[config.mk]
export PLATFORM = sky130hd
export DESIGN_NAME = sum_checked_packet_receiver
export DESIGN_NICKNAME = d
export VERILOG_FILES = /design/src/hdl/scpr_pkg.sv /design/src/hdl/scpr_queue.sv /design/src/hdl/scpr_front.sv /design/src/hdl/scpr_back.sv /design/src/hdl/sum_checked_packet_receiver.sv
export SDC_FILE = /design/constraint.sdc
export NUM_CORES = 1
export LEC_CHECK = 0
export BUFFER_PORTS_ARGS = -buffer_cell sky130_fd_sc_hd__buf_2
export CORE_MARGIN = 2
export CORE_UTILIZATION = 35
export CTS_CLUSTER_DIAMETER = 60
export CTS_CLUSTER_SIZE = 40
export DETAILED_ROUTE_END_ITERATION = 8
export SLEW_MARGIN = 20
export SYNTH_ARGS = -nofsm -noshare
export SYNTH_HDL_FRONTEND = slang
export SYNTH_SLANG_ARGS = --single-unit
[constraint.sdc]
create_clock -name clk -period 3.3 [get_ports clk]
set_clock_uncertainty 0.05 [all_clocks]
set_input_delay 0.66 -clock clk [delete_from_list [all_inputs] [get_ports clk]]
set_output_delay 0.66 -clock clk [all_outputs]
set_load 0.05 [all_outputs]
[src/hdl/scpr_pkg.sv]
package scpr_pkg;

  // Fixed field widths
  localparam int unsigned BYTE_W  = 8;
  localparam int unsigned LEN_W   = 6;
  localparam int unsigned IDX_W   = 5;
  localparam int unsigned FILL_W  = 6;
  localparam int unsigned CFG_IDX_W = 2;

  // Most results a single packet may produce
  localparam int unsigned RESULT_CAP = 32;

  // Payload banks: one being filled, one being replayed
  localparam int unsigned NUM_BANKS = 2;

  // Reset values of the configuration registers
  localparam logic [BYTE_W-1:0] START_ONE_RST = 8'd170;
  localparam logic [BYTE_W-1:0] START_TWO_RST = 8'd175;
  localparam logic [LEN_W-1:0]  MAX_LEN_RST   = 6'd30;

  typedef enum logic [CFG_IDX_W-1:0] {
    CFG_START_ONE = 2'd0,
    CFG_START_TWO = 2'd1,
    CFG_MAX_LEN   = 2'd2
  } scpr_cfg_idx_t;

  typedef enum logic [2:0] {
    PH_HUNT1 = 3'd0,
    PH_HUNT2 = 3'd1,
    PH_ID    = 3'd2,
    PH_LEN   = 3'd3,
    PH_DATA  = 3'd4,
    PH_CHK1  = 3'd5,
    PH_CHK2  = 3'd6
  } scpr_phase_t;

  typedef struct packed {
    logic [BYTE_W-1:0] rx_byte;
    logic              timeout;
  } scpr_in_t;

  typedef struct packed {
    logic [BYTE_W-1:0] msg_id;
    logic [LEN_W-1:0]  length;
    logic [BYTE_W-1:0] data_byte;
    logic [IDX_W-1:0]  byte_index;
    logic              has_data;
    logic              last;
  } scpr_out_t;

  // Descriptor of a packet that passed both checks
  typedef struct packed {
    logic [BYTE_W-1:0] msg_id;
    logic [LEN_W-1:0]  length;
  } scpr_desc_t;

  // Payload store write port
  typedef struct packed {
    logic              en;
    logic              bank;
    logic [FILL_W-1:0] idx;
    logic [BYTE_W-1:0] data;
  } scpr_wr_t;

endpackage

[src/hdl/scpr_queue.sv]
module scpr_queue
  import scpr_pkg::*;
(
  input  logic       clk,
  input  logic       rst_n,
  input  logic       push,
  input  scpr_desc_t push_desc,
  input  logic       pop,
  output scpr_desc_t head_desc,
  output logic       not_empty,
  output logic       full
);

  localparam int unsigned CNT_W = $clog2(NUM_BANKS + 1);

  scpr_desc_t       entry_r [NUM_BANKS];
  logic             wr_ptr_r, wr_ptr_nxt;
  logic             rd_ptr_r, rd_ptr_nxt;
  logic [CNT_W-1:0] count_r, count_nxt;

  assign not_empty = (count_r != '0);
  assign full      = (count_r == CNT_W'(NUM_BANKS));
  assign head_desc = entry_r[rd_ptr_r];

  always_comb begin
    wr_ptr_nxt = push ? ~wr_ptr_r : wr_ptr_r;
    rd_ptr_nxt = pop  ? ~rd_ptr_r : rd_ptr_r;
    count_nxt  = count_r;
    if (push && !pop) begin
      count_nxt = count_r + CNT_W'(1);
    end else if (pop && !push) begin
      count_nxt = count_r - CNT_W'(1);
    end
  end

  always_ff @(posedge clk) begin
    if (!rst_n) begin
      wr_ptr_r <= 1'b0;
      rd_ptr_r <= 1'b0;
      count_r  <= '0;
    end else begin
      wr_ptr_r <= wr_ptr_nxt;
      rd_ptr_r <= rd_ptr_nxt;
      count_r  <= count_nxt;
    end
  end

  always_ff @(posedge clk) begin
    if (push) begin
      entry_r[wr_ptr_r] <= push_desc;
    end
  end

endmodule

[src/hdl/scpr_front.sv]
module scpr_front
  import scpr_pkg::*;
#(
  parameter int unsigned PAYLOAD_DEPTH = 32
) (
  input  logic                 clk,
  input  logic                 rst_n,
  input  logic                 in_acc,
  input  scpr_in_t             in_item,
  input  logic                 cfg_we,
  input  logic [CFG_IDX_W-1:0] cfg_index,
  input  logic [BYTE_W-1:0]    cfg_data,
  output scpr_wr_t             wr,
  output logic                 push,
  output scpr_desc_t           push_desc
);

  localparam int unsigned LEN_CAP =
    (PAYLOAD_DEPTH < RESULT_CAP) ? PAYLOAD_DEPTH : RESULT_CAP;

  scpr_phase_t       phase_r, phase_nxt;
  logic [BYTE_W-1:0] run_sum_r, run_sum_nxt;
  logic [BYTE_W-1:0] sos_r, sos_nxt;
  logic [BYTE_W-1:0] id_r, id_nxt;
  logic [LEN_W-1:0]  len_r, len_nxt;
  logic [FILL_W-1:0] fill_r, fill_nxt;
  logic              bank_r, bank_nxt;
  logic [BYTE_W-1:0] start_one_r, start_two_r;
  logic [LEN_W-1:0]  max_len_r;

  logic [BYTE_W-1:0] b;
  logic [BYTE_W-1:0] abs_sum;
  logic [BYTE_W-1:0] abs_sos;
  logic [LEN_W-1:0]  limit;
  logic              len_ok;
  logic [FILL_W-1:0] fill_inc;

  assign b        = in_item.rx_byte;
  assign abs_sum  = run_sum_r + b;
  assign abs_sos  = sos_r + abs_sum;
  assign limit    = (max_len_r > LEN_W'(LEN_CAP)) ? LEN_W'(LEN_CAP) : max_len_r;
  assign len_ok   = (b <= {{(BYTE_W-LEN_W){1'b0}}, limit});
  assign fill_inc = fill_r + FILL_W'(1);

  // Next phase
  always_comb begin
    phase_nxt = phase_r;
    if (in_acc) begin
      if (in_item.timeout) begin
        phase_nxt = PH_HUNT1;
      end else begin
        case (phase_r)
          PH_HUNT2: phase_nxt = (b == start_two_r) ? PH_ID : PH_HUNT1;
          PH_ID:    phase_nxt = PH_LEN;
          PH_LEN: begin
            if (!len_ok) begin
              phase_nxt = PH_HUNT1;
            end else if (b != '0) begin
              phase_nxt = PH_DATA;
            end else begin
              phase_nxt = PH_CHK1;
            end
          end
          PH_DATA:  phase_nxt = (fill_inc >= len_r) ? PH_CHK1 : PH_DATA;
          PH_CHK1:  phase_nxt = (b == run_sum_r) ? PH_CHK2 : PH_HUNT1;
          PH_CHK2:  phase_nxt = PH_HUNT1;
          default:  phase_nxt = (b == start_one_r) ? PH_HUNT2 : PH_HUNT1;
        endcase
      end
    end
  end

  // Sums, held header, store writes and commits
  always_comb begin
    run_sum_nxt = run_sum_r;
    sos_nxt     = sos_r;
    id_nxt      = id_r;
    len_nxt     = len_r;
    fill_nxt    = fill_r;
    bank_nxt    = bank_r;
    wr          = '{en: 1'b0, bank: bank_r, idx: fill_r, data: b};
    push        = 1'b0;
    push_desc   = '{msg_id: id_r, length: len_r};
    if (in_acc && !in_item.timeout) begin
      case (phase_r)
        PH_HUNT2: begin
          run_sum_nxt = abs_sum;
          sos_nxt     = abs_sos;
        end
        PH_ID: begin
          id_nxt      = b;
          run_sum_nxt = abs_sum;
          sos_nxt     = abs_sos;
        end
        PH_LEN: begin
          if (len_ok) begin
            len_nxt     = b[LEN_W-1:0];
            fill_nxt    = '0;
            run_sum_nxt = abs_sum;
            sos_nxt     = abs_sos;
          end
        end
        PH_DATA: begin
          wr.en       = 1'b1;
          fill_nxt    = fill_inc;
          run_sum_nxt = abs_sum;
          sos_nxt     = abs_sos;
        end
        PH_CHK1: begin
          run_sum_nxt = run_sum_r;
        end
        PH_CHK2: begin
          if (b == sos_r) begin
            push     = 1'b1;
            bank_nxt = ~bank_r;
          end
          sos_nxt = '0;
        end
        default: begin
          run_sum_nxt = b;
          sos_nxt     = b;
        end
      endcase
    end
  end

  always_ff @(posedge clk) begin
    if (!rst_n) begin
      phase_r   <= PH_HUNT1;
      run_sum_r <= '0;
      sos_r     <= '0;
      id_r      <= '0;
      len_r     <= '0;
      fill_r    <= '0;
      bank_r    <= 1'b0;
    end else begin
      phase_r   <= phase_nxt;
      run_sum_r <= run_sum_nxt;
      sos_r     <= sos_nxt;
      id_r      <= id_nxt;
      len_r     <= len_nxt;
      fill_r    <= fill_nxt;
      bank_r    <= bank_nxt;
    end
  end

  always_ff @(posedge clk) begin
    if (!rst_n) begin
      start_one_r <= START_ONE_RST;
      start_two_r <= START_TWO_RST;
      max_len_r   <= MAX_LEN_RST;
    end else if (cfg_we) begin
      case (cfg_index)
        CFG_START_ONE: start_one_r <= cfg_data;
        CFG_START_TWO: start_two_r <= cfg_data;
        CFG_MAX_LEN:   max_len_r   <= cfg_data[LEN_W-1:0];
        default:       start_one_r <= start_one_r;
      endcase
    end
  end

endmodule

[src/hdl/scpr_back.sv]
module scpr_back
  import scpr_pkg::*;
#(
  parameter int unsigned PAYLOAD_DEPTH = 32
) (
  input  logic       clk,
  input  logic       rst_n,
  input  scpr_wr_t   wr,
  input  logic       q_valid,
  input  scpr_desc_t q_desc,
  output logic       q_pop,
  output logic       out_valid,
  input  logic       out_stall,
  output scpr_out_t  out_data
);

  localparam int unsigned LEN_CAP =
    (PAYLOAD_DEPTH < RESULT_CAP) ? PAYLOAD_DEPTH : RESULT_CAP;
  localparam int unsigned AW_IDX  = (LEN_CAP > 1) ? $clog2(LEN_CAP) : 1;
  localparam int unsigned MEM_DEPTH = NUM_BANKS * (2 ** AW_IDX);

  logic [BYTE_W-1:0] mem [MEM_DEPTH];

  logic              rd_bank_r, rd_bank_nxt;
  logic [IDX_W-1:0]  k_r, k_nxt;
  logic              s1_v_r, s1_v_nxt;
  scpr_out_t         s1_r;
  logic [BYTE_W-1:0] rd_data_r;
  logic              out_v_r, out_v_nxt;
  scpr_out_t         out_r;

  logic              out_take;
  logic              out_load;
  logic              s1_free;
  logic              issue;
  logic              has;
  logic              is_last;
  scpr_out_t         s1_meta;

  assign out_take = out_v_r && !out_stall;
  assign out_load = s1_v_r && (!out_v_r || out_take);
  assign s1_free  = !s1_v_r || out_load;
  assign issue    = q_valid && s1_free;
  assign has      = (q_desc.length != '0);
  assign is_last  = !has || (({1'b0, k_r} + LEN_W'(1)) == q_desc.length);
  assign q_pop    = issue && is_last;

  assign s1_meta = '{msg_id: q_desc.msg_id, length: q_desc.length, data_byte: '0,
                     byte_index: k_r, has_data: has, last: is_last};

  // Advance the replay index; wrap and swap banks on the final byte
  always_comb begin
    k_nxt       = k_r;
    rd_bank_nxt = rd_bank_r;
    if (issue) begin
      if (is_last) begin
        k_nxt       = '0;
        rd_bank_nxt = ~rd_bank_r;
      end else begin
        k_nxt = k_r + IDX_W'(1);
      end
    end
    s1_v_nxt  = issue || (s1_v_r && !out_load);
    out_v_nxt = out_load || (out_v_r && !out_take);
  end

  always_ff @(posedge clk) begin
    if (!rst_n) begin
      rd_bank_r <= 1'b0;
      k_r       <= '0;
      s1_v_r    <= 1'b0;
      out_v_r   <= 1'b0;
    end else begin
      rd_bank_r <= rd_bank_nxt;
      k_r       <= k_nxt;
      s1_v_r    <= s1_v_nxt;
      out_v_r   <= out_v_nxt;
    end
  end

  always_ff @(posedge clk) begin
    if (wr.en) begin
      mem[{wr.bank, wr.idx[AW_IDX-1:0]}] <= wr.data;
    end
  end

  always_ff @(posedge clk) begin
    if (issue) begin
      rd_data_r <= mem[{rd_bank_r, k_r[AW_IDX-1:0]}];
      s1_r      <= s1_meta;
    end
  end

  always_ff @(posedge clk) begin
    if (out_load) begin
      out_r <= '{msg_id: s1_r.msg_id, length: s1_r.length,
                 data_byte: s1_r.has_data ? rd_data_r : '0,
                 byte_index: s1_r.byte_index, has_data: s1_r.has_data, last: s1_r.last};
    end
  end

  assign out_valid = out_v_r;
  assign out_data  = out_r;

endmodule

[src/hdl/sum_checked_packet_receiver.sv]
// Packet receiver with a dual-sum check.
//
// Input channel (in_valid / in_stall / in_data): one link byte per transfer,
// or a transfer with timeout set, which drops any partial packet and returns
// the parser to hunting for start byte one. A packet is start one, start two,
// id, length, payload, running-sum byte, sum-of-sums byte.
// Result channel (out_valid / out_stall / out_data): a good packet comes out
// as one transfer per payload byte, in order, last set on the final one; an
// empty packet gives a single transfer with has_data clear.
// Configuration port (cfg_valid / cfg_ready / cfg_index / cfg_data): always
// ready; write only while the block is idle.
// Throughput: one input byte per cycle and, while out_stall is low, one result
// per cycle. The payload store has two banks, so input stalls only while two
// good packets both wait to be replayed (descriptor queue full).
// Path: after the edge that takes its last check byte, the first result of a
// packet passes the descriptor queue, the store read register and the output
// register, in that order.
// Reset (rst_n low, synchronous): parser hunts, queue and output empty,
// configuration back to its defaults; no clearing pass is needed.
// A stalled result holds on out_data; replay and the store read pause behind it.
module sum_checked_packet_receiver
  import scpr_pkg::*;
#(
  parameter int unsigned PAYLOAD_DEPTH = 32
) (
  input  logic                 clk,
  input  logic                 rst_n,
  input  logic                 in_valid,
  output logic                 in_stall,
  input  scpr_in_t             in_data,
  output logic                 out_valid,
  input  logic                 out_stall,
  output scpr_out_t            out_data,
  input  logic                 cfg_valid,
  output logic                 cfg_ready,
  input  logic [CFG_IDX_W-1:0] cfg_index,
  input  logic [BYTE_W-1:0]    cfg_data
);

  logic       in_acc;
  logic       q_full;
  logic       q_valid;
  logic       q_pop;
  logic       push;
  scpr_desc_t push_desc;
  scpr_desc_t head_desc;
  scpr_wr_t   wr;

  // Hold input while both payload banks are owned by waiting packets
  assign in_stall  = q_full;
  assign in_acc    = in_valid && !in_stall;
  assign cfg_ready = 1'b1;

  scpr_front #(
    .PAYLOAD_DEPTH (PAYLOAD_DEPTH)
  ) u_front (
    .clk       (clk),
    .rst_n     (rst_n),
    .in_acc    (in_acc),
    .in_item   (in_data),
    .cfg_we    (cfg_valid && cfg_ready),
    .cfg_index (cfg_index),
    .cfg_data  (cfg_data),
    .wr        (wr),
    .push      (push),
    .push_desc (push_desc)
  );

  // Descriptors of packets that passed both checks, one per store bank
  scpr_queue u_queue (
    .clk       (clk),
    .rst_n     (rst_n),
    .push      (push),
    .push_desc (push_desc),
    .pop       (q_pop),
    .head_desc (head_desc),
    .not_empty (q_valid),
    .full      (q_full)
  );

  scpr_back #(
    .PAYLOAD_DEPTH (PAYLOAD_DEPTH)
  ) u_back (
    .clk       (clk),
    .rst_n     (rst_n),
    .wr        (wr),
    .q_valid   (q_valid),
    .q_desc    (head_desc),
    .q_pop     (q_pop),
    .out_valid (out_valid),
    .out_stall (out_stall),
    .out_data  (out_data)
  );

endmodule

==> results.json, run 1 <==
{
  "status": "complete, no violations",
  "synth.distinct_cells": 66,
  "grt_pass1_vias": 14700,
  "setup_tns_ps": 0,
  "grt_overflow": 0,
  "cpMostUsedCell": "a21oi_2",
  "holdCritStartpoint": "cfg_data[7]",
  "synth.area.mux_share_pct": 14.9,
  "synth_edf_count": 598,
  "reg2reg_slack_ps": 130,
  "max_freq_ghz": 0.315,
  "seq_power_share_pct": 59.9,
  "cp-startpoint": "u_front.run_sum_r[0]$_SDFFE_PN0P_",
  "critPathMaxFanout": 3,
  "syn-num-nets": 1603,
  "tightest_slew_ps": 901,
  "cts_tree": "built",
  "worstHoldPathType": "primary input to register",
  "clk_pin_slew_ps": 90,
  "p_clk_share_pct": 36.7,
  "yosys.area_share.simple_pct": 5.39,
  "cp.arrival_ps": 3610,
  "drcViolationCount": 0,
  "core_um2": 77500,
  "std_cell_rows": 102,
  "ys.flop_type": "edfxtp_1",
  "maxCapViolations": 0,
  "p_switching_w": 0.00342,
  "hold_viol": 0,
  "path_cells": "ha_4, fa_2, a21o_1, a21oi_2, o21bai_1, a21oi_2, xnor2_1, ha_1, a21oi_2, o211ai_1, a211o_1, a21boi_1, nor2_1, a311oi_1",
  "wl_per_cell_um": 22.8,
  "hold_depth": 3,
  "finish.utilization_pct": 40.3,
  "drtAntennaViolNets": 0,
  "synth_fa_ha_area_share_pct": 1.47,
  "required_ps": 3740,
  "ys_warn_count": 0,
  "cts_max_level": 2,
  "sw_frac_of_total_pct": 22.1,
  "layout-drive-gt1-share_pct": 26.3,
  "start_util_pct": 35.4,
  "peakVddDrop_mv": 0.285,
  "final.setup.worst_slack_ps": 130,
  "syn_area_um2": 27400,
  "drtIter0Drc": 1200,
  "synth_compound_area_share_pct": 3.69,
  "cp-end-kind": "register",
  "grt_usage_pct": 15.6,
  "cts_buffer_depth": 3,
  "cpPeakStageDelay_ps": 380,
  "final_nets": 1761,
  "power_density_nw_per_um2": 496,
  "yosys.area_share.xor_xnor_pct": 1.60,
  "async_reset_ff_share_pct": 0,
  "crit_path_start_kind": "register",
  "fin_crit_sh_pct": 96.1,
  "die_area_um2": 80500,
  "crit_type": "register to register",
  "cts_hold_buf": 0,
  "die_x_um": 284,
  "p_leak_nw": 9.94,
  "cellInternalPower_w": 0.0121,
  "min_period_ps": 3170,
  "synth_area_leader_cell": "edfxtp_1",
  "syn-instance-count": 1548,
  "min_to": "u_front.start_two_r[7]$_SDFFE_PN1P_",
  "die_y_um": 284,
  "port_buffers": 54,
  "power_w": 0.0155,
  "path_depth": 14,
  "vias_per_cell": 5.14,
  "io_pins": 56,
  "dr.pass1.iters": 5,
  "numCtsBuffers": 38,
  "slowest_stage": "fa_2",
  "n_fill_cell": 6958,
  "gp_congestion": 0.811,
  "num_antenna_cells": 0,
  "grt_max_degree": 81,
  "grt_pass1_wl_um": 94900,
  "cts.sinks": 673,
  "crit_buf_inv": 0,
  "syn_area_per_cell_um2": 17.7,
  "relSlewSlack_pct": 39.9,
  "whs_ps": 266,
  "ys_seq_elements": 673,
  "antenna_found_initial": 3,
  "vias": 14300,
  "clock_latency_ps": 600,
  "ys_seq_area_share_pct": 71.0,
  "drt-total-wl_um": 63300,
  "crit_family": "compound AO/OA/AOI/OAI gates",
  "rsz0062_at_grt": "true",
  "place_hpwl_um": 40600,
  "place_ws_ps": -331,
  "slew_violations": 0,
  "regToRegEndpoint": "u_front.sos_r[7]$_SDFFE_PN0P_",
  "cts-root-buf": "clkbuf_16",
  "power_frac_comb_pct": 3.5,
  "synth_top_family_by_area": "multiplexers",
  "yosysTopAreaCellShare_pct": 65.6,
  "r2r_start": "u_front.run_sum_r[0]$_SDFFE_PN0P_",
  "areaGrowthSynthToFinish_pct": 13.9,
  "finalSetupViolations": 0,
  "yosys-top-cells-area": "edfxtp_1, mux4_2, dfxtp_1, nor2_1, mux2i_1",
  "reg2reg_depth": 14
}
## cell usage in the layout (no fill, tap or decap), types with 5 or more instances in the layout
cell       instances
edfxtp_1         598
mux4_2           160
buf_4            142
nor2_1           126
nand2_1           87
dfxtp_1           72
buf_2             54
a21oi_1           41
clkbuf_16         39
mux2i_1           37
xor2_1            35
inv_1             29
nand3_1           28
ha_1              28
o21ai_0           24
a22oi_1           17
xnor2_1           15
and2_1            13
o211ai_1          11
nand2b_1          10
mux2_2             9
nand3b_1           9
nor4_1             7
nand4_1            7
a211oi_1           7
and3_1             7
inv_12             7
nor2b_1            5
nor3_1             5
o2111ai_1          5
a311oi_1           5
inv_6              5
buf_12             5
## worst max path at each step
stage | slack (ps) | endpoint
after floorplan | -30 | u_front.sos_r[7]$_SDFFE_PN0P_
after global placement | -300 | u_front.sos_r[7]$_SDFFE_PN0P_
after detailed placement | -330 | u_front.sos_r[7]$_SDFFE_PN0P_
after CTS | 100 | u_front.sos_r[7]$_SDFFE_PN0P_
after global routing | -10 | u_front.sos_r[7]$_SDFFE_PN0P_
final | 130 | u_front.sos_r[7]$_SDFFE_PN0P_
## synthesized netlist by cell type, types with 16 or more instances
master	instances
inv_1	29
o21ai_0	25
buf_1	16
nand3_1	28
mux4_2	160
mux2i_1	37
xor2_1	35
dfxtp_1	75
clkbuf_1	42
a22oi_1	17
nand2_1	87
a21oi_1	44
ha_1	29
nor2_1	126
edfxtp_1	598
## cells by family after synthesis
logic type,Yosys count
fa+ha+maj,31
buf+inv,114
other cells,1
xor+xnor,50
flops,673
mux,207
compound gates,151
simple gates,321
## stage by stage
| stage | cells | cell area (µm²) |
|---|---|---|
| floorplan | 1548 | 27400 |
| global placement | 2705 | 29800 |
| detailed placement | 2705 | 29800 |
| CTS | 2774 | 31200 |
| global route | 2775 | 31200 |
| finish | 2775 | 31200 |
## final cells by class
cell class | instances | area [µm²] | share of cell area, %
clock buffers | 42 | 987 | 3.16
clock inverters | 27 | 422 | 1.35
inverters | 31 | 116 | 0.373
multi-input cells | 761 | 7480 | 24.0
flip-flops and latches | 673 | 19500 | 62.4
well taps | 1040 | 1300 | 4.17
repair buffers | 201 | 1440 | 4.60
## routing by layer
| layer | global-route usage [%] | wire length (µm) | vias to the layer above |
|---|---|---|---|
| met5 | 0 | 26 | - |
| met4 | 4.67 | 1690 | 4 |
| met3 | 2.13 | 3060 | 98 |
| met2 | 27.6 | 32400 | 340 |
| met1 | 20.0 | 26100 | 7412 |
| li1 | - | - | 6419 |
## state kept, by name (all words and copies together) (netlist names), named ones only
signal / flops
u_back.mem: 512
u_back.out_data: 29
u_queue.entry_r: 28
u_back.s1_r: 21
u_back.rd_data_r: 8
u_front.id_r: 8
u_front.run_sum_r: 8
u_front.sos_r: 8
u_front.start_one_r: 8
u_front.start_two_r: 8
u_front.fill_r: 6
u_front.len_r: 6
u_front.max_len_r: 6
u_back.k_r: 5
u_front.phase_r: 3
u_queue.count_r: 2
u_back.out_valid: 1
u_back.rd_bank_r: 1
u_back.s1_v_r: 1
u_front.bank_r: 1
u_queue.rd_ptr_r: 1
u_queue.wr_ptr_r: 1
## power groups by stage
| stage | Combinational (W) | Sequential [W] | Clock (W) |
|---|---|---|---|
| 6_report | 0.000534 | 0.00927 | 0.00567 |
| 4_1_cts | 0.000529 | 0.00927 | 0.00581 |
| 3_3_place_gp | 0.000512 | 0.00946 | 0 |
| 5_1_grt | 0.000583 | 0.00927 | 0.00610 |
| 2_1_floorplan | 0.000240 | 0.00946 | 0 |
| 3_5_place_dp | 0.000527 | 0.00946 | 0 |
## worst reg2reg max path, cell delays in order, from the launching register on
cell and delay, ps:
dfxtp_1 350, ha_4 170, fa_2 380, a21o_1 170, a21oi_2 160, o21bai_1 130, a21oi_2 150, xnor2_1 90
ha_1 320, a21oi_2 170, o211ai_1 170, a211o_1 330, a21boi_1 140, nor2_1 60, a311oi_1 240
## timing repair
item / in CTS / in global routing
resized for setup: 0 / 2
buffers inserted: 0 / 1
endpoints found under the setup margin: 0 / 2
Note: power is estimated with default switching activity, not from simulation.
==> run 2: changes to the inputs <==
--- a/config.mk
+++ b/config.mk
@@ -11,6 +11,7 @@
 export CTS_CLUSTER_DIAMETER = 60
 export CTS_CLUSTER_SIZE = 40
 export DETAILED_ROUTE_END_ITERATION = 8
+export PLACE_DENSITY = 0.57
 export SLEW_MARGIN = 20
 export SYNTH_ARGS = -nofsm -noshare
 export SYNTH_HDL_FRONTEND = slang
==> results.json, run 2 (same netlist as run 1, synthesis figures left out) <==
{
  "areaGrowthSynthToFinish_pct": 14.9,
  "core_um2": 77500,
  "p_leak_nw": 10.1,
  "start_util_pct": 35.4,
  "cts.sinks": 673,
  "grt_pass1_vias": 14700,
  "crit_type": "register to register",
  "final_common_cell": "edfxtp_1",
  "std_cell_rows": 102,
  "power_density_nw_per_um2": 498,
  "status": "complete, no violations",
  "cp-end-kind": "register",
  "dr.pass1.iters": 5,
  "required_ps": 3750,
  "finish.utilization_pct": 40.6,
  "worstHoldPathType": "primary input to register",
  "die_area_um2": 80500,
  "port_buffers": 54,
  "final.setup.worst_slack_ps": 95.5,
  "critPathMaxFanout": 5,
  "final_cell_mix": "edfxtp_1, mux4_2, buf_4, nor2_1, nand2_1",
  "wl_per_cell_um": 23.0,
  "antenna_found_initial": 1,
  "cp.arrival_ps": 3660,
  "n_fill_cell": 6931,
  "met2_usage_pct": 27.7,
  "vias": 14400,
  "cts_buffer_depth": 3,
  "numCtsBuffers": 41,
  "grt_busiest_layer": "met2",
  "largest_reg_flops": 512,
  "fin_cells": 2799,
  "gp_congestion": 0.792,
  "vias_per_cell": 5.16,
  "cts_hold_buf": 0,
  "final_nets": 1781,
  "place_hpwl_um": 41300,
  "grt_usage_pct": 15.9,
  "die_x_um": 284,
  "die_y_um": 284,
  "maxCapViolations": 0,
  "fin_crit_sh_pct": 97.1,
  "dp_cells": 2717,
  "clock_latency_ps": 600,
  "ff_latch_area_um2": 19500,
  "max_freq_ghz": 0.312,
  "io_pins": 56,
  "drtAntennaViolNets": 0,
  "tightest_slew_ps": 1010,
  "cts_max_level": 2,
  "min_period_ps": 3200,
  "finalSetupViolations": 0,
  "multiInputGateArea_um2": 7480,
  "grtUsageMet1_pct": 20.6,
  "layout-drive-gt1-share_pct": 27.6,
  "cts-root-buf": "clkbuf_16",
  "grt_pass1_wl_um": 96200,
  "cts_tree": "built",
  "clk_pin_slew_ps": 90,
  "slew_violations": 0,
  "grt_overflow": 0,
  "relSlewSlack_pct": 31.8,
  "grtUsageMet3_pct": 2.40,
  "num_antenna_cells": 0,
  "drt-total-wl_um": 64300,
  "drcViolationCount": 0,
  "grt_max_degree": 83,
  "hold_viol": 0,
  "rsz0062_at_grt": "true",
  "peakVddDrop_mv": 0.281,
  "place_ws_ps": -370,
  "drtIter0Drc": 1052,
  "crit_path_start_kind": "register"
}
[run 2: per-layer routing]
metal / wire length [µm] / vias to the layer above
li1: - / 6455
met1: 26600 / 7524
met2: 33100 / 362
met3: 2950 / 88
met4: 1650 / 2
met5: 13 / -
[run 2: area by class of cell]
| cell class | instances | share of cell area, % |
|---|---|---|
| Clock inverter | 31 | 1.34 |
| Timing Repair Buffer | 218 | 5.06 |
| Sequential cell | 673 | 61.9 |
| Clock buffer | 45 | 3.44 |
| Inverter | 31 | 0.370 |
| Multi-Input combinational cell | 761 | 23.8 |
| Tap cell | 1040 | 4.13 |
[run 2: critical path, cell delays in order (launching register included)]
cell      delay [ps]
dfxtp_2          350
ha_4             160
fa_2             340
a21o_1           200
a21oi_2          190
o21bai_2         110
a21oi_2          170
xnor2_1          140
ha_1             280
buf_4            160
nand2_1           80
o21ai_1          100
a211o_1          320
a21boi_1         150
nor2_1            70
a311oi_1         250
[run 2: repair_timing]
item / in CTS / in global routing
gates resized for setup: 0 / 5
buffers inserted: 0 / 6
endpoints found under the setup margin: 0 / 3
[run 2: report_power, final]
part / internal, W / switching (W)
combinational: 0.000185 / 0.000344
sequential: 0.00925 / 0.0000191
clock: 0.00265 / 0.00323
total: 0.0121 / 0.00359
[run 2: through the flow]
stage                     TNS, ps  total power [W]  hold slack, ps  instance area, µm²
after detailed placement    -5110          0.00998             357               29900
final                           0           0.0157             247               31500
after CTS                       0           0.0158             212               31400
after global routing        -96.7           0.0162             240               31500
after floorplan             -25.8          0.00970             350               27400
after global placement      -1550          0.00997             358               29900
[run 2: worst paths after layout]
| kind | endpoint | cells after the start | startpoint | slack (ps) |
|---|---|---|---|---|
| max | u_front.sos_r[7]$_SDFFE_PN0P_ | 15 | u_front.run_sum_r[0]$_SDFFE_PN0P_ | 100 |
| min | u_front.start_two_r[7]$_SDFFE_PN1P_ | 3 | cfg_data[7] | 250 |
| max reg2reg | u_front.sos_r[7]$_SDFFE_PN0P_ | 15 | u_front.run_sum_r[0]$_SDFFE_PN0P_ | 100 |
| min reg2reg | u_back.out_data[19]$_DFFE_PP_ | 0 | u_back.s1_r[19]$_DFFE_PP_ | 380 |
